## config.mk

```make
export PLATFORM = sky130hd
export DESIGN_NAME = tftp_server_transfer_control_top
export DESIGN_NICKNAME = d
export VERILOG_FILES = /design/src/design/tftp_stc_pkg.sv /design/src/design/tftp_stc_regs.sv /design/src/design/tftp_stc_core.sv /design/src/design/tftp_stc_out.sv /design/src/design/tftp_server_transfer_control_top.sv
export VERILOG_INCLUDE_DIRS = /design/src /design/src/design
export SDC_FILE = /design/constraint.sdc
export NUM_CORES = 1
export LEC_CHECK = 0
export CAP_MARGIN = 5
export CORE_MARGIN = 8
export CORE_UTILIZATION = 45
export CTS_BUF_LIST = sky130_fd_sc_hd__clkbuf_4
export DETAILED_ROUTE_END_ITERATION = 12
export DONT_BUFFER_PORTS = 1
export PLACE_DENSITY = 0.64
export SLEW_MARGIN = 20
export SYNTH_ARGS = -nofsm -noshare
export SYNTH_HDL_FRONTEND = slang
export SYNTH_HIERARCHICAL = 1
export SYNTH_SLANG_ARGS = --single-unit
```

## constraint.sdc

```tcl
create_clock -name clk -period 5.8 [get_ports clk]
set_input_delay 0.58 -clock clk [delete_from_list [all_inputs] [get_ports clk]]
set_output_delay 0.58 -clock clk [all_outputs]
set_load 0.01 [all_outputs]
```

## src/design/tftp_server_transfer_control_top_assert.svh

```systemverilog
// Assertion macros for the TFTP transfer control top level.
// Expects clk and rst in the scope of use; no other dependencies.
`ifndef TFTP_SERVER_TRANSFER_CONTROL_TOP_ASSERT_SVH
`define TFTP_SERVER_TRANSFER_CONTROL_TOP_ASSERT_SVH

// condition implies check in the same cycle
`define TSTC_ASSERT_NOW(label, cond, check) \
  label: assert property (@(posedge clk) disable iff (rst) (cond) |-> (check)) \
    else $error("tftp transfer control: same-cycle check failed");

// condition implies check in the following cycle
`define TSTC_ASSERT_NEXT(label, cond, check) \
  label: assert property (@(posedge clk) disable iff (rst) (cond) |=> (check)) \
    else $error("tftp transfer control: next-cycle check failed");

`endif

```

## src/design/tftp_stc_pkg.sv

```systemverilog
// Shared types and codes for the TFTP server transfer control block.
// No dependencies.
`default_nettype none
package tftp_stc_pkg;

  localparam logic [15:0] OP_RRQ   = 16'd1;
  localparam logic [15:0] OP_WRQ   = 16'd2;
  localparam logic [15:0] OP_DATA  = 16'd3;
  localparam logic [15:0] OP_ACK   = 16'd4;
  localparam logic [15:0] OP_ERROR = 16'd5;

  localparam logic [1:0] KIND_DATA = 2'd0;
  localparam logic [1:0] KIND_ACK  = 2'd1;
  localparam logic [1:0] KIND_ERR  = 2'd2;

  localparam logic [1:0] ERR_ACCESS  = 2'd0;
  localparam logic [1:0] ERR_ILLEGAL = 2'd1;
  localparam logic [1:0] ERR_UNK_TID = 2'd2;

  localparam logic [1:0] REG_FILE_LENGTH  = 2'd0;
  localparam logic [1:0] REG_BLOCK_LENGTH = 2'd1;
  localparam logic [1:0] REG_MAX_RETRIES  = 2'd2;

  localparam logic [15:0] HDR_BYTES = 16'd4;

  typedef enum logic [2:0] {
    MODE_IDLE  = 3'b001,
    MODE_READ  = 3'b010,
    MODE_WRITE = 3'b100
  } mode_t;

  typedef struct packed {
    logic [15:0] file_length;
    logic [15:0] block_length;
    logic [7:0]  max_retries;
  } cfg_t;

  typedef struct packed {
    logic        req_type;
    logic [15:0] opcode;
    logic [15:0] block_number;
    logic [15:0] packet_length;
    logic [31:0] source_address;
    logic [15:0] source_port;
  } req_t;

  typedef struct packed {
    logic [1:0]  send_kind;
    logic [31:0] dest_address;
    logic [15:0] dest_port;
    logic [15:0] block_out;
    logic [1:0]  error_kind;
    logic [16:0] data_offset;
    logic [15:0] data_length;
  } res_t;

endpackage
`default_nettype wire

```

## src/design/tftp_stc_regs.sv

```systemverilog
// APB configuration registers: file length, block length, retry limit.
// Depends on tftp_stc_pkg.
`default_nettype none
module tftp_stc_regs import tftp_stc_pkg::*; (
  input  wire logic        clk,
  input  wire logic        rst,
  input  wire logic        psel,
  input  wire logic        penable,
  input  wire logic        pwrite,
  input  wire logic [3:0]  paddr,
  input  wire logic [31:0] pwdata,
  output logic      [31:0] prdata,
  output logic             pready,
  output cfg_t             cfg
);

  logic wr;

  assign pready = 1'b1;
  assign wr = psel && penable && pwrite;

  always_ff @(posedge clk) begin
    if (rst) begin
      cfg.file_length  <= 16'd2048;
      cfg.block_length <= 16'd512;
      cfg.max_retries  <= 8'd5;
    end else if (wr) begin
      unique case (paddr[3:2])
        REG_FILE_LENGTH:  cfg.file_length  <= pwdata[15:0];
        REG_BLOCK_LENGTH: cfg.block_length <= pwdata[15:0];
        REG_MAX_RETRIES:  cfg.max_retries  <= pwdata[7:0];
        default: ;
      endcase
    end
  end

  always_comb begin
    unique case (paddr[3:2])
      REG_FILE_LENGTH:  prdata = {16'd0, cfg.file_length};
      REG_BLOCK_LENGTH: prdata = {16'd0, cfg.block_length};
      REG_MAX_RETRIES:  prdata = {24'd0, cfg.max_retries};
      default:          prdata = 32'd0;
    endcase
  end

endmodule
`default_nettype wire

```

## src/design/tftp_stc_core.sv

```systemverilog
// Input register, transfer state and per-event decision logic.
// Depends on tftp_stc_pkg.
`default_nettype none
module tftp_stc_core import tftp_stc_pkg::*; (
  input  wire logic clk,
  input  wire logic rst,
  input  cfg_t      cfg,
  input  wire logic in_valid,
  output logic      in_ready,
  input  req_t      in_req,
  input  wire logic load_ok,
  output logic      stage_valid,
  output logic      adv,
  output logic      res_valid,
  output res_t      res
);

  req_t        req;
  mode_t       mode, mode_next;
  logic [15:0] cur_blk, cur_blk_next;
  logic [17:0] bytes_rem, bytes_rem_next;
  logic [16:0] file_off, file_off_next;
  logic [7:0]  retry, retry_next;
  logic [31:0] cl_addr, cl_addr_next;
  logic [15:0] cl_port, cl_port_next;

  logic        same_addr, same_port;
  logic        do_data, do_ack, do_err;
  logic [1:0]  ek;
  logic [15:0] dlen;

  assign adv      = stage_valid && load_ok;
  assign in_ready = !stage_valid || adv;

  always_ff @(posedge clk) begin
    if (rst) begin
      stage_valid <= 1'b0;
    end else if (in_ready) begin
      stage_valid <= in_valid;
    end
  end

  always_ff @(posedge clk) begin
    if (in_valid && in_ready) begin
      req <= in_req;
    end
  end

  always_ff @(posedge clk) begin
    if (rst) begin
      mode      <= MODE_IDLE;
      cur_blk   <= 16'd0;
      bytes_rem <= 18'd0;
      file_off  <= 17'd0;
      retry     <= 8'd0;
      cl_addr   <= 32'd0;
      cl_port   <= 16'd0;
    end else if (adv) begin
      mode      <= mode_next;
      cur_blk   <= cur_blk_next;
      bytes_rem <= bytes_rem_next;
      file_off  <= file_off_next;
      retry     <= retry_next;
      cl_addr   <= cl_addr_next;
      cl_port   <= cl_port_next;
    end
  end

  assign same_addr = req.source_address == cl_addr;
  assign same_port = req.source_port == cl_port;

  always_comb begin
    mode_next      = mode;
    cur_blk_next   = cur_blk;
    bytes_rem_next = bytes_rem;
    file_off_next  = file_off;
    retry_next     = retry;
    cl_addr_next   = cl_addr;
    cl_port_next   = cl_port;
    do_data        = 1'b0;
    do_ack         = 1'b0;
    do_err         = 1'b0;
    ek             = ERR_ACCESS;
    if (req.req_type) begin
      if (mode != MODE_IDLE) begin
        if (retry >= cfg.max_retries) begin
          retry_next = 8'd0;
          mode_next  = MODE_IDLE;
        end else begin
          retry_next = retry + 8'd1;
          do_data    = mode == MODE_READ;
          do_ack     = mode != MODE_READ;
        end
      end
    end else begin
      retry_next = 8'd0;
      case (req.opcode) inside
        OP_RRQ, OP_WRQ: begin
          if (mode != MODE_IDLE) begin
            do_err = 1'b1;
            ek     = ERR_ACCESS;
          end else begin
            cl_addr_next = req.source_address;
            cl_port_next = req.source_port;
            if (req.opcode == OP_RRQ) begin
              cur_blk_next   = 16'd1;
              file_off_next  = 17'd0;
              bytes_rem_next = {2'd0, cfg.file_length};
              mode_next      = MODE_READ;
              do_data        = 1'b1;
            end else begin
              cur_blk_next = 16'd0;
              mode_next    = MODE_WRITE;
              do_ack       = 1'b1;
            end
          end
        end
        OP_DATA: begin
          if (!same_addr || !same_port || mode != MODE_WRITE) begin
            do_err = 1'b1;
            ek     = ERR_ILLEGAL;
          end else if (req.block_number == cur_blk) begin
            do_ack = 1'b1;
          end else if (req.block_number == cur_blk + 16'd1) begin
            cur_blk_next = req.block_number;
            if ({1'b0, req.packet_length} < {1'b0, cfg.block_length} + {1'b0, HDR_BYTES}) begin
              mode_next = MODE_IDLE;
            end
            do_ack = 1'b1;
          end else begin
            mode_next = MODE_IDLE;
            do_err    = 1'b1;
            ek        = ERR_UNK_TID;
          end
        end
        OP_ACK: begin
          if (!same_addr || !same_port || mode != MODE_READ) begin
            do_err = 1'b1;
            ek     = ERR_ILLEGAL;
          end else if (req.block_number == cur_blk - 16'd1) begin
            do_data = 1'b1;
          end else if (req.block_number == cur_blk) begin
            if (bytes_rem < {2'd0, cfg.block_length}) begin
              mode_next = MODE_IDLE;
            end else begin
              bytes_rem_next = bytes_rem - {2'd0, cfg.block_length};
              cur_blk_next   = cur_blk + 16'd1;
              file_off_next  = file_off + {1'b0, cfg.block_length};
              do_data        = 1'b1;
            end
          end else begin
            mode_next = MODE_IDLE;
            do_err    = 1'b1;
            ek        = ERR_UNK_TID;
          end
        end
        OP_ERROR: begin
          if (same_addr && same_port) begin
            mode_next = MODE_IDLE;
          end
        end
        default: begin
          if (same_addr || same_port) begin
            mode_next = MODE_IDLE;
            do_err    = 1'b1;
            ek        = ERR_ILLEGAL;
          end
        end
      endcase
    end
  end

  // data and ack commands always describe the updated state
  assign dlen = (bytes_rem_next < {2'd0, cfg.block_length}) ? bytes_rem_next[15:0]
                                                            : cfg.block_length;

  assign res_valid = do_data || do_ack || do_err;

  always_comb begin
    res = '0;
    if (do_err) begin
      res.send_kind    = KIND_ERR;
      res.dest_address = req.source_address;
      res.dest_port    = req.source_port;
      res.error_kind   = ek;
    end else begin
      res.send_kind    = do_data ? KIND_DATA : KIND_ACK;
      res.dest_address = cl_addr_next;
      res.dest_port    = cl_port_next;
      res.block_out    = cur_blk_next;
      if (do_data) begin
        res.data_offset = file_off_next;
        res.data_length = dlen;
      end
    end
  end

endmodule
`default_nettype wire

```

## src/design/tftp_stc_out.sv

```systemverilog
// Result register for send commands, decoupling the stall from the input side.
// Depends on tftp_stc_pkg.
`default_nettype none
module tftp_stc_out import tftp_stc_pkg::*; (
  input  wire logic clk,
  input  wire logic rst,
  input  wire logic adv,
  input  wire logic res_valid,
  input  res_t      res,
  output logic      load_ok,
  output logic      out_valid,
  input  wire logic out_ready,
  output res_t      out_res
);

  assign load_ok = !out_valid || out_ready;

  always_ff @(posedge clk) begin
    if (rst) begin
      out_valid <= 1'b0;
    end else if (adv && res_valid) begin
      out_valid <= 1'b1;
    end else if (out_ready) begin
      out_valid <= 1'b0;
    end
  end

  always_ff @(posedge clk) begin
    if (adv && res_valid) begin
      out_res <= res;
    end
  end

endmodule
`default_nettype wire

```

## src/design/tftp_server_transfer_control_top.sv

```systemverilog
// Single-client TFTP server transfer control, top level.
// Depends on tftp_stc_pkg, tftp_stc_regs, tftp_stc_core, tftp_stc_out and the assert header.
//
// Usage:
//   Slave stream s_*: one event per transfer, either a received packet header
//   (s_tuser = 0) or a receive timeout tick (s_tuser = 1).
//   Master stream m_*: at most one send command per event (data block, ack
//   or error), m_tuser giving the kind.
//   APB port: file length, block length and retry limit; write only while idle.
// Timing:
//   An event waits in the input register, where the next transfer state
//   and the command are decided; both are registered as the event leaves
//   it, the command into the result register that drives m_*.
//   One event per cycle is sustained while m_tready stays high; the state
//   update in the core is the only loop.
// Reset: rst (synchronous) empties both registers, returns the transfer to
//   idle and loads the register defaults 2048, 512 and 5.
// Stall: while m_tready is low the pending command holds, the event in the
//   input register waits, and s_tready drops once that register is full.
`default_nettype none
`include "tftp_server_transfer_control_top_assert.svh"
module tftp_server_transfer_control_top import tftp_stc_pkg::*; (
  input  wire logic         clk,
  input  wire logic         rst,
  input  wire logic         s_tvalid,
  output logic              s_tready,
  // opcode[15:0], block_number[31:16], packet_length[47:32],
  // source_address[79:48], source_port[95:80]
  input  wire logic [95:0]  s_tdata,
  // req_type[0]
  input  wire logic         s_tuser,
  output logic              m_tvalid,
  input  wire logic         m_tready,
  // dest_address[31:0], dest_port[47:32], block_out[63:48], error_kind[65:64],
  // data_offset[82:66], data_length[98:83], zero[103:99]
  output logic      [103:0] m_tdata,
  // send_kind[1:0]
  output logic      [1:0]   m_tuser,
  input  wire logic         psel,
  input  wire logic         penable,
  input  wire logic         pwrite,
  input  wire logic [3:0]   paddr,
  input  wire logic [31:0]  pwdata,
  output logic      [31:0]  prdata,
  output logic              pready
);

  cfg_t cfg;
  req_t in_req;
  res_t res, out_res;
  logic load_ok, stage_valid, adv, res_valid;

  assign in_req.req_type       = s_tuser;
  assign in_req.opcode         = s_tdata[15:0];
  assign in_req.block_number   = s_tdata[31:16];
  assign in_req.packet_length  = s_tdata[47:32];
  assign in_req.source_address = s_tdata[79:48];
  assign in_req.source_port    = s_tdata[95:80];

  tftp_stc_regs u_regs (
    .clk     (clk),
    .rst     (rst),
    .psel    (psel),
    .penable (penable),
    .pwrite  (pwrite),
    .paddr   (paddr),
    .pwdata  (pwdata),
    .prdata  (prdata),
    .pready  (pready),
    .cfg     (cfg)
  );

  tftp_stc_core u_core (
    .clk         (clk),
    .rst         (rst),
    .cfg         (cfg),
    .in_valid    (s_tvalid),
    .in_ready    (s_tready),
    .in_req      (in_req),
    .load_ok     (load_ok),
    .stage_valid (stage_valid),
    .adv         (adv),
    .res_valid   (res_valid),
    .res         (res)
  );

  tftp_stc_out u_out (
    .clk       (clk),
    .rst       (rst),
    .adv       (adv),
    .res_valid (res_valid),
    .res       (res),
    .load_ok   (load_ok),
    .out_valid (m_tvalid),
    .out_ready (m_tready),
    .out_res   (out_res)
  );

  assign m_tuser = out_res.send_kind;
  assign m_tdata = {5'd0, out_res.data_length, out_res.data_offset, out_res.error_kind,
                    out_res.block_out, out_res.dest_port, out_res.dest_address};

  `TSTC_ASSERT_NEXT(a_stage_holds, stage_valid && !load_ok, stage_valid)
  `TSTC_ASSERT_NOW(a_ack_no_payload, m_tvalid && m_tuser == KIND_ACK,
                   m_tdata[98:66] == 33'd0 && m_tdata[65:64] == ERR_ACCESS)
  `TSTC_ASSERT_NOW(a_err_no_block, m_tvalid && m_tuser == KIND_ERR,
                   m_tdata[63:48] == 16'd0 && m_tdata[98:66] == 33'd0)

endmodule
`default_nettype wire
```

After elaboration in Yosys (flattened, before gate mapping):

Index checks and enable logic that the tools add are counted.

* input port bits: 140
* word-level logic and storage cells: 204
* output and inout bits: 141
* bits in registers: 350

* add/subtract/negate cells: 6
* bitwise operators: 2
* magnitude comparators: 4
* mux-type cells: 112
* equal/unequal tests: 26
* reductions and logical operators: 29

Operators by type and width (count)
* $mux 16: 16
* $mux 18: 10
* $mux 17: 10
* $mux 32: 3
* $eq 16x16->1: 4
* $mux 3: 19
* $mux 48: 1
* $pmux 16 s3: 1
* $mux 1: 40
* $lt 18x16->1: 2
* $eq 16x2->1 const B: 2
* $eq 16x3->1 const B: 2
* $eq 32x32->1: 1
* $mux 8: 3
* $mux 2: 9
* $sub 18x16->18: 1
* $add 16x3->17 const B: 1
* $add 17x16->17: 1
* $lt 16x17->1: 1
* $add 16x1->16 const B: 1
* $eq 16x1->1 const B: 1
* $sub 16x1->16 const B: 1
* $reduce_and 12->1: 1
* $ne 5x3->1 const B: 2
* other kinds (22): 46

Longest topological paths before layout:

Gate-level depths: netlist (run 1).

* depth after elaboration: 13
* mapped depth: 26
* depth with buffers taken out: 22

Hierarchy:

The synthesis (run 1) kept the hierarchy.

By module, submodules not included
* tftp_stc_core: cells an instance 1588, area an instance 14569.0 sq um, instances 1, sequential area each 5134.9 sq um
* tftp_stc_out: cells an instance 106, area an instance 3083.0 sq um, instances 1, sequential area each 3052.9 sq um
* tftp_stc_regs: cells an instance 221, area an instance 2083.2 sq um, instances 1, sequential area each 800.8 sq um
* tftp_server_transfer_control_top: cells an instance 6, area an instance 41.3 sq um, instances 1, sequential area each 0.0 sq um

Least setup slack after synthesis (run 1):

OpenSTA, ideal clock, no wires.

* path kind: reg2reg
* start: register u_regs/cfg[12] (netlist name)
* end: register u_out/out_res[5] (netlist name)
* arrival: 4.781 ns
* period minus slack after synthesis: 5.051 ns
* path buffers: 4
* setup slack: 0.749 ns
* stages on the path, launching flop included: 26
* library setup time: 0.270 ns
* required time: 5.530 ns
* cell sequence: dfxtp_1 -> clkbuf_1 -> inv_1 -> ha_1 -> o21a_1 -> o31a_1 -> o2111ai_1 -> a21oi_1 -> o211ai_4 -> a21o_1 -> clkbuf_1 -> a21oi_1 -> inv_1 -> ha_1 -> a21o_1 -> a21o_1 -> a21oi_1 -> nor2b_1 -> o21ai_0 -> a21oi_1 -> o21ba_2 -> or4_1 -> buf_2 -> buf_6 -> nor3_2 -> nor3_1

* longest elaborated chain between the ends: 11
* elaborated cells between the ends (all ways): 22
* classes of those cells: add/sub (1); order compare (2); mux (17); bitwise (1); reduce/logical (1)

Ends and longest elaborated chain
* $lt 18x16->1: RTL line tftp_stc_core.sv:143 `if (bytes_rem < {2'd0, cfg.block_length}) begin`
* $mux 18: RTL line tftp_stc_core.sv:143
* $mux 18: RTL line tftp_stc_core.sv:142 `end else if (req.block_number == cur_blk) begin`
* $mux 18: RTL line tftp_stc_core.sv:140 `end else if (req.block_number == cur_blk - 16'd1) begin`
* $mux 18: RTL line tftp_stc_core.sv:137 `if (!same_addr || !same_port || mode != MODE_READ) begin`
* $mux 18 (3 in a row): RTL line tftp_stc_core.sv:97 `case (req.opcode) inside`
* $mux 18: RTL line tftp_stc_core.sv:84 `if (req.req_type) begin`
* via u_core.bytes_rem_next[3]: RTL line tftp_stc_core.sv:21 `logic [17:0] bytes_rem, bytes_rem_next;`
* $lt 18x16->1: RTL line tftp_stc_core.sv:174 `assign dlen = (bytes_rem_next < {2'd0, cfg.block_length}) ? bytes_rem_next[15:0]`
* $mux 16: RTL line tftp_stc_core.sv:174

The timed path passes the listed nets, and every way through them passes these cells.
A chain may end at the register's enable or synchronous reset.

Worst setup path in the final report (run 1):

* start: register u_core.bytes_rem[0]
* end: register u_out/out_res[2] (netlist name)

* longest elaborated chain between the ends: 11
* elaborated cells between the ends (all ways): 24
* classes of those cells: add/sub (1); order compare (2); mux (19); bitwise (1); reduce/logical (1)

Ends and longest elaborated chain
* from (decl): RTL line tftp_stc_core.sv:21
* from (signal assigned): RTL line tftp_stc_core.sv:61 `bytes_rem <= bytes_rem_next;`
* $sub 18x16->18 / $lt 18x16->1 (equally long branches): RTL line tftp_stc_core.sv:146, tftp_stc_core.sv:143
* $mux 18 (*): RTL line tftp_stc_core.sv:143
* $mux 18 (*): RTL line tftp_stc_core.sv:142
* $mux 18 (*): RTL line tftp_stc_core.sv:140
* $mux 18 (*): RTL line tftp_stc_core.sv:137
* $mux 18 (*) (3 in a row): RTL line tftp_stc_core.sv:97
* $mux 18 (*): RTL line tftp_stc_core.sv:84
* via u_core.bytes_rem_next[15]: RTL line tftp_stc_core.sv:21
* $lt 18x16->1 (*): RTL line tftp_stc_core.sv:174
* $mux 16 (*): RTL line tftp_stc_core.sv:174

The timed path passes the listed nets; every way through them passes the cells marked *.

==> out/metrics.yaml, run 1 <==
outcome:
  status: "finished clean"
logic_synthesis:
  synth_edf_count: 198
  ys_seq_elements: 350
  syn_area_per_cell_um2: 10.3
  ys_async_sr_fraction_pct: 0
  netlist_area_um2: 19800
  yosysWarnings: 6
  syn_inst: 1921
  yosysTopAreaCell: "edfxtp_1"
  yosys.area.top_type_share_pct: 30.1
  synthFlopType: "edfxtp_1"
  ys_seq_area_share_pct: 45.5
  synth.area.top_cells: "edfxtp_1, dfxtp_1, mux2i_1"
  yosysUniqueCellTypes: 87
power:
  power_frac_seq_pct: 48.5
  p_comb_share_pct: 10.2
  total_leakage_power_nw: 8.93
  clkPwrFrac_pct: 41.3
  p_int_mw: 4.17
  powerDensity_nw_per_um2: 247
  switchingPower_mw: 1.51
  sw_frac_of_total_pct: 26.6
  vdd.ir_drop.worst_mv: 0.217
sta:
  slew_violations: 0
  finalCritPeriodShare_pct: 93.9
  finClkSkew_ps: 71.2
  fmax_ghz: 0.184
  setup-violations-final: 0
  finalHoldViolations: 0
  max-slew-margin-rel_pct: 36.9
  setup_tns_ps: 0
  finalCriticalPeriod_ps: 5440
  worstMarginPinSlew_ps: 943
  rsz0062_at_grt: "false"
grt:
  grt_pass1_vias: 15413
  grt_pass1_wl_um: 90000
  antenna_found_initial: 4
  grt_use_total_pct: 22.7
  gr-total-overflow: 0
  grt_max_degree: 215
critical_path:
  crit_slowest_cell: "or4_1"
  arrival_ps: 6010
  worst-setup-path-type: "reg -> reg"
  crit_path_max_incr_delay_ps: 470
  startpoint_type: "register"
  critPathMaxFanout: 16
  cpMostUsedCell: "buf_4"
  cp_data_required_time_ps: 6360
  end_kind: "register"
  crit_chain: "inv_1 -> ha_1 -> fa_1 -> nor2b_1 -> o31a_1 -> o2111ai_1 -> a21oi_2 -> o211a_1 -> buf_4 -> nand2_1 -> buf_4 -> a2111oi_0 -> nor3_1 -> ha_1 -> nand3_1 -> o21ba_2 -> or4_1 -> buf_4 -> o21ai_0 -> a21oi_1"
clock_network:
  cts_sinks: 350
  clock_latency_ps: 850
  tritoncts: "built"
  cts_root_buf: "clkbuf_4"
  cts.clk_slew.worst_paths_ps: 70
  cts_buffer_depth: 3
  cts.htree.levels: 3
  cts_buffers: 97
placement:
  dp_hpwl_um: 41300
  place.gp.congestion: 0.919
  portBuffers: 0
  placed_cell_area_um2: 20400
routing:
  wl_um: 59200
  drc: 0
  drtAntennaViolNets: 0
  avgViaCountPerCell: 5.59
  vias: 15506
  drt_iter0_drc: 1285
  wl_per_cell_um: 21.3
  drtPass1Iterations: 7
final_layout:
  syn2layout_area_growth_pct: 16.1
  fillCellCount: 3884
  finalNetCount: 2309
  drive_above_1_share_pct: 14.9
  postLayoutCellArea_um2: 23000
floorplanning:
  chipHeight_um: 226
  core_area_um2: 43800
  pin_count: 281
  die_area_um2: 50900
  row_count: 77
  die_width_um: 226
  initial_core_util_pct: 45.1
flow_run:
  max_cap_viol_count: 0
min_path:
  hold_class: "in -> reg"
power by group through the flow:
stage	combinational (mW)	sequential, mW	clock [mW]
after detailed placement	0.479	2.81	0
final	0.579	2.75	2.35
after CTS	0.571	2.75	2.43
after global routing	0.632	2.76	2.55
after floorplan	0.411	2.78	0
after global placement	0.473	2.80	0
state kept, by name, indices dropped and copies added, names as in the netlist:
name,count
u_core/bytes_rem,18
u_core/cl_addr,32
u_core/cl_port,16
u_core/cur_blk,16
u_core/file_off,17
u_core/mode,3
u_core/req,97
u_core/retry,8
u_core/stage_valid,1
u_out/out_res,101
u_out/out_valid,1
u_regs/cfg,40
critical path: cells and delay by family, from the launching register on:
family | cells | cell delay, ps
AOI/OAI and AO/OA | 8 | 2130
and+or+nand+nor | 5 | 1030
adders and majority gates | 3 | 920
buffers and inverters | 4 | 700
DFF | 1 | 380
cells in the final DEF, fill, tap and decap left out, types with 12 or more instances in the layout:
cell type | netlist | routed
a211oi_1 | 26 | 26
a21o_1 | 20 | 19
a21oi_1 | 105 | 104
a22oi_1 | 19 | 19
a31oi_1 | 19 | 18
buf_4 | 29 | 62
clkbuf_4 | 0 | 142
clkinv_1 | 0 | 25
conb_1 | 3 | 22
dfxtp_1 | 152 | 152
dlygate4sd3_1 | 0 | 118
edfxtp_1 | 198 | 198
ha_1 | 74 | 74
inv_1 | 62 | 61
mux2_2 | 31 | 31
mux2_4 | 20 | 20
mux2i_1 | 112 | 112
nand2_1 | 93 | 92
nand2b_1 | 171 | 171
nand3_1 | 42 | 42
nand4_1 | 32 | 32
nor2_1 | 135 | 134
nor2b_1 | 18 | 18
nor3_1 | 60 | 60
nor3_2 | 12 | 12
nor4_1 | 12 | 12
o21ai_0 | 56 | 56
or3_1 | 13 | 13
xnor2_1 | 94 | 94
xor2_1 | 31 | 31
through the flow:
step / hold WS (ps) / worst slack, ps / power, mW / std cells / util, %
3_3_place_gp: 458 / 426 / 3.28 / 2467 / 46.6
6_report: 138 / 356 / 5.68 / 2772 / 52.4
4_1_cts: 15.0 / 294 / 5.75 / 2768 / 52.4
5_1_grt: 66.7 / 46.3 / 5.94 / 2771 / 52.4
3_5_place_dp: 468 / 324 / 3.29 / 2467 / 46.6
2_1_floorplan: 449 / 749 / 3.19 / 1940 / -
metal layers:
| layer | vias to the layer above | global-route usage, % | part of all wire (%) |
|---|---|---|---|
| li1 | 7356 | - | - |
| met1 | 7495 | 28.3 | 42 |
| met2 | 545 | 37.0 | 47 |
| met3 | 108 | 6.18 | 7.6 |
| met4 | 2 | 8.93 | 2.9 |
| met5 | - | 0 | 0.014 |
what timing repair did:
item / in CTS / in global routing
gates resized for setup: 0 / 1
hold buffers: 119 / 0
hold endpoints to repair: 242 / 0
endpoints found under the setup margin: 0 / 6
buffers inserted: 0 / 0
kinds of logic (layout without fill, tap and decap cells):
group	Yosys count	after routing	share of synthesized area (%)
AOI/OAI and AO/OA	361	361	12.2
xor gates and xnor gates	125	125	5.54
adders and majority gates	76	76	4.88
buffers and inverters	192	428	4.68
DFF	350	350	45.5
muxes	163	163	8.95
other	3	26	0.0569
and+or+nand+nor	651	651	18.2
path summary, 6_finish.rpt:
path	cells past startpoint	startpoint	slack, ps	end
max	20	u_core/bytes_rem[0]	360	u_out/out_res[2]
min	2	penable	140	u_regs/cfg[3]
max reg2reg	20	u_core/bytes_rem[0]	360	u_out/out_res[2]
min reg2reg	2	u_core/file_off[5]	480	u_core/file_off[5]
cells in the mapped netlist (26+ instances only):
cell type,instances
a211oi_1,26
nor2_1,135
nand4_1,32
clkbuf_1,67
o21ai_0,56
ha_1,74
nand2b_1,171
inv_1,62
mux2_2,31
edfxtp_1,198
buf_4,29
nor3_1,60
mux2i_1,112
a21oi_1,105
nand2_1,93
xnor2_1,94
dfxtp_1,152
nand3_1,42
xor2_1,31
area by class of cell:
type,instances,area [um^2],area share (%)
multi-input combinational,1398,9970,43.4
antenna,4,10.0,0.0436
clock buffer,142,1070,4.64
timing repair buffer,183,1710,7.46
clock inverter,40,235,1.02
sequential,350,8990,39.1
inverter,63,239,1.04
tap,592,741,3.23
Power figures use the tool's default switching activity.
==> run 2, diff against run 1 <==
- clock period: 5.8 -> 5.37 ns (I/O delays scaled with it)
==> run 2 against run 1 <==
Register-to-register slack worse by 40 ps. Clock-buffer cell count increased by 2. Via count increased by 1.5%. Critical path depth increased by 4. Cell count is 0.69% higher. Largest cell class unchanged.
==> out/metrics.yaml, run 2 (same netlist as run 1, synthesis figures left out) <==
power:
  p_comb_share_pct: 10.7  # +0.5 points
  vdd.ir_drop.worst_mv: 0.288  # +33%
  power_frac_seq_pct: 48.4  # about the same
  clkPwrFrac_pct: 40.9  # -0.4 points
  switchingPower_mw: 1.66  # +9.9%
  powerDensity_nw_per_um2: 265  # +7.3%
  total_leakage_power_nw: 9.05  # +1.3%
  p_int_mw: 4.48  # +7.5%
  sw_frac_of_total_pct: 27.0  # +0.43 points
grt:
  grt_use_total_pct: 23.1  # +0.43 points
  grt_max_degree: 216  # +0.47%
  antenna_found_initial: 4  # unchanged
  grt_pass1_vias: 15684  # +1.8%
  grt_pass1_wl_um: 91500  # +1.6%
  gr-total-overflow: 0  # unchanged
sta:
  worstMarginPinSlew_ps: 1000  # +62.0 ps
  setup-violations-final: 0  # unchanged
  max-slew-margin-rel_pct: 32.7  # -4.2 points
  slew_violations: 0  # unchanged
  rsz0062_at_grt: "false"
  finalCritPeriodShare_pct: 94.1  # +0.23 points
  fmax_ghz: 0.198  # +7.7%
  finalHoldViolations: 0  # unchanged
  finClkSkew_ps: 55.7  # -15.5 ps
  finalCriticalPeriod_ps: 5050  # -391 ps
  setup_tns_ps: 0  # unchanged
clock_network:
  clock_latency_ps: 820  # -30 ps
  tritoncts: "built"
  cts.clk_slew.worst_paths_ps: 70  # about the same
  cts.htree.levels: 3  # unchanged
  cts_root_buf: "clkbuf_4"
  cts_buffer_depth: 3  # unchanged
  cts_buffers: 96  # -1.0%
  cts_sinks: 350  # unchanged
routing:
  drc: 0  # unchanged
  drtAntennaViolNets: 0  # unchanged
  vias: 15732  # +1.5%
  wl_um: 60200  # +1.8%
  avgViaCountPerCell: 5.64  # +0.77%
  drtPass1Iterations: 6  # -1
  drt_iter0_drc: 1351  # +5.1%
  wl_per_cell_um: 21.6  # +1.1%
final_layout:
  largest_reg_flops: 101  # unchanged
  drive_above_1_share_pct: 16.2  # +1.3 points
  layout_commonest_cell: "edfxtp_1"
  max_flop_register: "u_out/out_res"
  finish.utilization_pct: 52.8  # +0.41 points
  syn2layout_area_growth_pct: 17.0
  finalNetCount: 2330  # +0.91%
  final_cell_mix: "edfxtp_1, nand2b_1, dfxtp_1"
  top_regs: "u_out/out_res (101), u_core/req (97), u_regs/cfg (40)"
floorplanning:
  initial_core_util_pct: 45.1  # unchanged
  chipHeight_um: 226  # unchanged
  pin_count: 281  # unchanged
  row_count: 77  # unchanged
  die_width_um: 226  # unchanged
  die_area_um2: 50900  # unchanged
  core_area_um2: 43800  # unchanged
critical_path:
  cp_data_required_time_ps: 5920  # -440 ps
  arrival_ps: 5610  # -400 ps
  critPathMaxFanout: 16  # unchanged
  worst-setup-path-type: "reg -> reg"
  end_kind: "register"
  startpoint_type: "register"
  cp-startpoint: "u_core/bytes_rem[0]"
  r2r-start: "u_core/bytes_rem[0]"
flow_run:
  max_cap_viol_count: 0  # unchanged
outcome:
  status: "finished clean"
placement:
  place.gp.congestion: 0.945  # +2.9%
  dp_hpwl_um: 41800  # +1.2%
  portBuffers: 0  # unchanged
min_path:
  min_from: "penable"
  hold_class: "in -> reg"
-- run 2: layout make-up --
class                   count  area, um^2
well taps                 592         741
clock inverters            35         189
fillers                  3880       20700
flip-flops and latches    350        8990
diodes                      4        10.0
repair buffers            205        1890
inverters                  63         239
clock buffers             144        1080
multi-input cells        1398       10000
-- run 2: final timing paths --
kind	endpoint	slack, ps	cells after the start
setup / recovery	u_out/out_res[2]	320	24
hold / removal	u_regs/cfg[4]	140	2
setup reg to reg	u_out/out_res[2]	320	24
hold reg to reg	u_core/file_off[6]	480	2
-- run 2: critical path, cell delays in order, from the launching register on --
cell and delay, ps:
dfxtp_2 350, inv_1 50, ha_1 190, fa_1 390, nor2b_2 170, o31a_1 280, o2111ai_4 180, a21oi_2 190
buf_4 150, o211ai_4 90, o41ai_2 380, a21oi_2 80, inv_2 90, ha_1 240, a21o_1 190, a21o_1 170
a21oi_1 150, nor2b_1 60, o21ai_1 130, a21oi_1 90, o21ba_2 220, or4_1 490, buf_6 190, o21ai_0 180
a21oi_1 90
-- run 2: what timing repair did --
item                                    CTS  global route
hold endpoints to repair                243             0
hold buffers                            120             0
setup buffers                             0             0
endpoints found under the setup margin    0            16
gates resized for setup                   0            15
-- run 2: power groups by stage --
stage          Sequential, mW  Clock, mW  Combinational, mW
2_1_floorplan            3.00          0              0.444
3_3_place_gp             3.02          0              0.533
3_5_place_dp             3.03          0              0.544
4_1_cts                  2.97       2.59              0.642
5_1_grt                  2.98       2.74              0.718
6_report                 2.97       2.51              0.659
-- run 2: layer usage --
layer	share of wire, %	wire, um	track usage, %	up-vias
li1	-	-	-	7411
met3	7.4	4440	6.25	125
met5	0	0	0	-
met1	42	25300	28.5	7612
met4	3.1	1840	9.73	0
met2	48	28600	37.9	584
-- run 2: per-stage QoR --
stage          area [um^2]  total power [mW]  instances  worst slack (ps)  hold slack (ps)
2_1_floorplan        19800              3.45       1940               319              449
3_5_place_dp         20600              3.57       2488               136              469
5_1_grt              23100              6.44       2791              34.4             55.2
6_report             23100              6.14       2791               318              144
4_1_cts              23100              6.20       2787              80.1             17.9
3_3_place_gp         20600              3.56       2488               166              460
==> run 3, diff against run 2 <==
==> constraint.sdc (replaced) <==
create_clock -name clk -period 5.37 [get_ports clk]
set_input_delay 1.074 -clock clk [delete_from_list [all_inputs] [get_ports clk]]
set_output_delay 1.074 -clock clk [all_outputs]
set_load 0.01 [all_outputs]
==> run 3 against run 2 <==
Maximum frequency shrank 1.1%. Largest cell class unchanged. Highest routed layer is now met5. Largest power group unchanged. Clock skew is 27 ps higher. Routed wire length decreased by 3.1%. Combinational power down 15%. Design area is 5.3% lower. Sequential power barely moved.
==> out/metrics.yaml, run 3 (same netlist as run 1, synthesis figures left out) <==
outcome:
  status: "finished clean"
critical_path:
  r2r_cells: 24  # unchanged
  critPathMaxFanout: 16  # unchanged
  cpMostUsedCell: "a21oi_1"
  worst-setup-path-type: "reg -> reg"
  crit_chain: "inv_1 -> ha_1 -> fa_1 -> nor2b_2 -> o31a_1 -> o2111ai_2 -> a21oi_2 -> buf_4 -> o211ai_4 -> o41ai_2 -> a21oi_2 -> inv_1 -> ha_1 -> a21o_1 -> a21o_1 -> a21oi_1 -> nor2b_1 -> o21ai_1 -> a21oi_1 -> o21ba_2 -> or4_1 -> buf_6 -> o21ai_0 -> a21oi_1"
  r2r-start: "u_core/bytes_rem[0]"
  cp_data_required_time_ps: 5910  # about the same
  arrival_ps: 5650  # +40 ps
  end_kind: "register"
  startpoint_type: "register"
  worst_r2r_endpoint: "u_out/out_res[11]"
  crit_slowest_cell: "or4_1"
  crit_path_max_incr_delay_ps: 490  # about the same
  rrSetupSlack_ps: 260  # -60 ps
sta:
  max-slew-margin-rel_pct: 24.1  # -8.6 points
  fmax_ghz: 0.196  # -1.1%
  setup-violations-final: 0  # unchanged
  finClkSkew_ps: 83.0  # +27.2 ps
  finalHoldViolations: 0  # unchanged
  slew_violations: 0  # unchanged
  finalCritPeriodShare_pct: 95.1  # +1.1 points
  holdWs_ps: 330  # +187 ps
  finalCriticalPeriod_ps: 5110  # +57.1 ps
  worstMarginPinSlew_ps: 1130  # +123 ps
final_layout:
  syn2layout_area_growth_pct: 10.8
  max_flop_register: "u_out/out_res"
  final_cell_mix: "edfxtp_1, nand2b_1, dfxtp_1"
  largest_reg_flops: 101  # unchanged
  drive_above_1_share_pct: 17.2  # +0.95 points
  register_area_um2: 8990  # unchanged
  finish.utilization_pct: 50.0  # -2.8 points
  layout_commonest_cell: "edfxtp_1"
  fillCellCount: 3980  # +2.6%
  top_regs: "u_out/out_res (101), u_core/req (97), u_regs/cfg (40)"
  finalNetCount: 2214  # -5.0%
  fin_cells: 2674  # -4.2%
  multiInputGateArea_um2: 9990  # about the same
floorplanning:
  pin_count: 281  # unchanged
  die_area_um2: 50900  # unchanged
  initial_core_util_pct: 45.1  # unchanged
  chipHeight_um: 226  # unchanged
  row_count: 77  # unchanged
  core_area_um2: 43800  # unchanged
  die_width_um: 226  # unchanged
clock_network:
  cts_sinks: 350  # unchanged
  tritoncts: "built"
  cts_buffers: 97  # +1.0%
  cts_root_buf: "clkbuf_4"
  cts.htree.levels: 3  # unchanged
  cts.clk_slew.worst_paths_ps: 70  # about the same
  clock_latency_ps: 840  # +20 ps
  cts_hold_buf: 0  # -100%
  cts_buffer_depth: 3  # unchanged
min_path:
  worstHoldPathCells: 0  # -2
  hold_class: "in -> reg"
  min_from: "s_tdata[64]"
  worstHoldEndpoint: "u_core/req[32]"
routing:
  drc: 0  # unchanged
  drt_iter0_drc: 1429  # +5.8%
  wl_um: 58400  # -3.1%
  wl_per_cell_um: 21.8  # +1.2%
  vias: 15259  # -3.0%
  drtAntennaViolNets: 0  # unchanged
  avgViaCountPerCell: 5.71  # +1.2%
  drtPass1Iterations: 6  # unchanged
flow_run:
  max_cap_viol_count: 0  # unchanged
power:
  total_leakage_power_nw: 8.55  # -5.5%
  vdd.ir_drop.worst_mv: 0.245  # -15%
  powerDensity_nw_per_um2: 272  # +2.6%
grt:
  grt_pass1_vias: 15331  # -2.3%
  grt_max_degree: 216  # unchanged
  grt_pass1_wl_um: 88800  # -3.0%
  antenna_found_initial: 12  # +8
  grt_use_total_pct: 22.5  # -0.61 points
  gr-total-overflow: 0  # unchanged
placement:
  place.gp.congestion: 0.949  # +0.39%
  dp_hpwl_um: 41700  # -0.27%
  dp.cells: 2490  # +0.080%
  portBuffers: 0  # unchanged
[run 3: cell count changes in the layout (fill, tap and decap cells not counted), moves of 2 or more]
cell	delta
buf_4	+3
clkbuf_4	+2
clkinv_1	+2
clkinv_2	-3
dlygate4sd3_1	-119
[run 3: report_power, final]
| part | total (mW) | leakage [nW] | switching [mW] | internal (mW) |
|---|---|---|---|---|
| clock | 2.44 | 0.756 | 1.19 | 1.25 |
| combinational | 0.560 | 4.51 | 0.324 | 0.236 |
| sequential | 2.97 | 3.28 | 0.0687 | 2.90 |
| total | 5.97 | 8.55 | 1.58 | 4.39 |
[run 3: timing repair]
| item | 4_1_cts | 5_1_grt |
|---|---|---|
| endpoints found under the setup margin | 0 | 16 |
| resized for setup | 0 | 13 |
| setup buffers | 0 | 1 |
| endpoints found under the hold margin | 0 | 0 |
[run 3: final cells by class]
| class | count | share of cell area [%] |
|---|---|---|
| repair buffers | 88 | 3.16 |
| inverters | 63 | 1.09 |
| flip-flops and latches | 350 | 41.0 |
| diodes | 3 | 0.0343 |
| well taps | 592 | 3.38 |
| clock inverters | 34 | 0.691 |
| multi-input cells | 1398 | 45.6 |
| clock buffers | 146 | 5.00 |
[run 3: layer usage]
metal / wire length (um) / track usage [%] / up-vias
li1: - / - / 7166
met1: 24000 / 27.1 / 7320
met2: 27100 / 36.0 / 622
met3: 5040 / 7.49 / 135
met4: 2180 / 10.5 / 16
met5: 107 / 0 / -
[run 3: worst max-delay path, delay by kind of cell (launching register included)]
family / cells / cell delay, ps
AO/OA/AOI/OAI: 14 / 2420
adder cells (fa/ha/maj): 3 / 850
AND/OR/NAND/NOR: 3 / 720
buffers and inverters: 4 / 510
flip-flops: 1 / 350
[run 3: worst max-delay path by stage]
stage	from	end	cells past startpoint
5_1_grt	u_core/bytes_rem[0]	u_out/out_res[11]	24
4_1_cts	u_core/bytes_rem[0]	u_out/out_res[11]	24
3_3_place_gp	u_core/bytes_rem[0]	u_out/out_res[2]	24
6_report	u_core/bytes_rem[0]	u_out/out_res[11]	24
3_5_place_dp	u_core/bytes_rem[0]	u_out/out_res[11]	24
2_1_floorplan	u_regs/cfg[12]	u_out/out_res[5]	25
[run 3: stage by stage]
stage / setup TNS (ps) / setup slack, ps / power (mW) / area (um^2)
2_1_floorplan: 0 / 319 / 3.45 / 19800
3_3_place_gp: 0 / 140 / 3.56 / 20600
3_5_place_dp: 0 / 124 / 3.57 / 20600
4_1_cts: 0 / 64.2 / 6.05 / 21900
5_1_grt: -29.7 / -18.4 / 6.26 / 21900
6_report: 0 / 261 / 5.97 / 21900
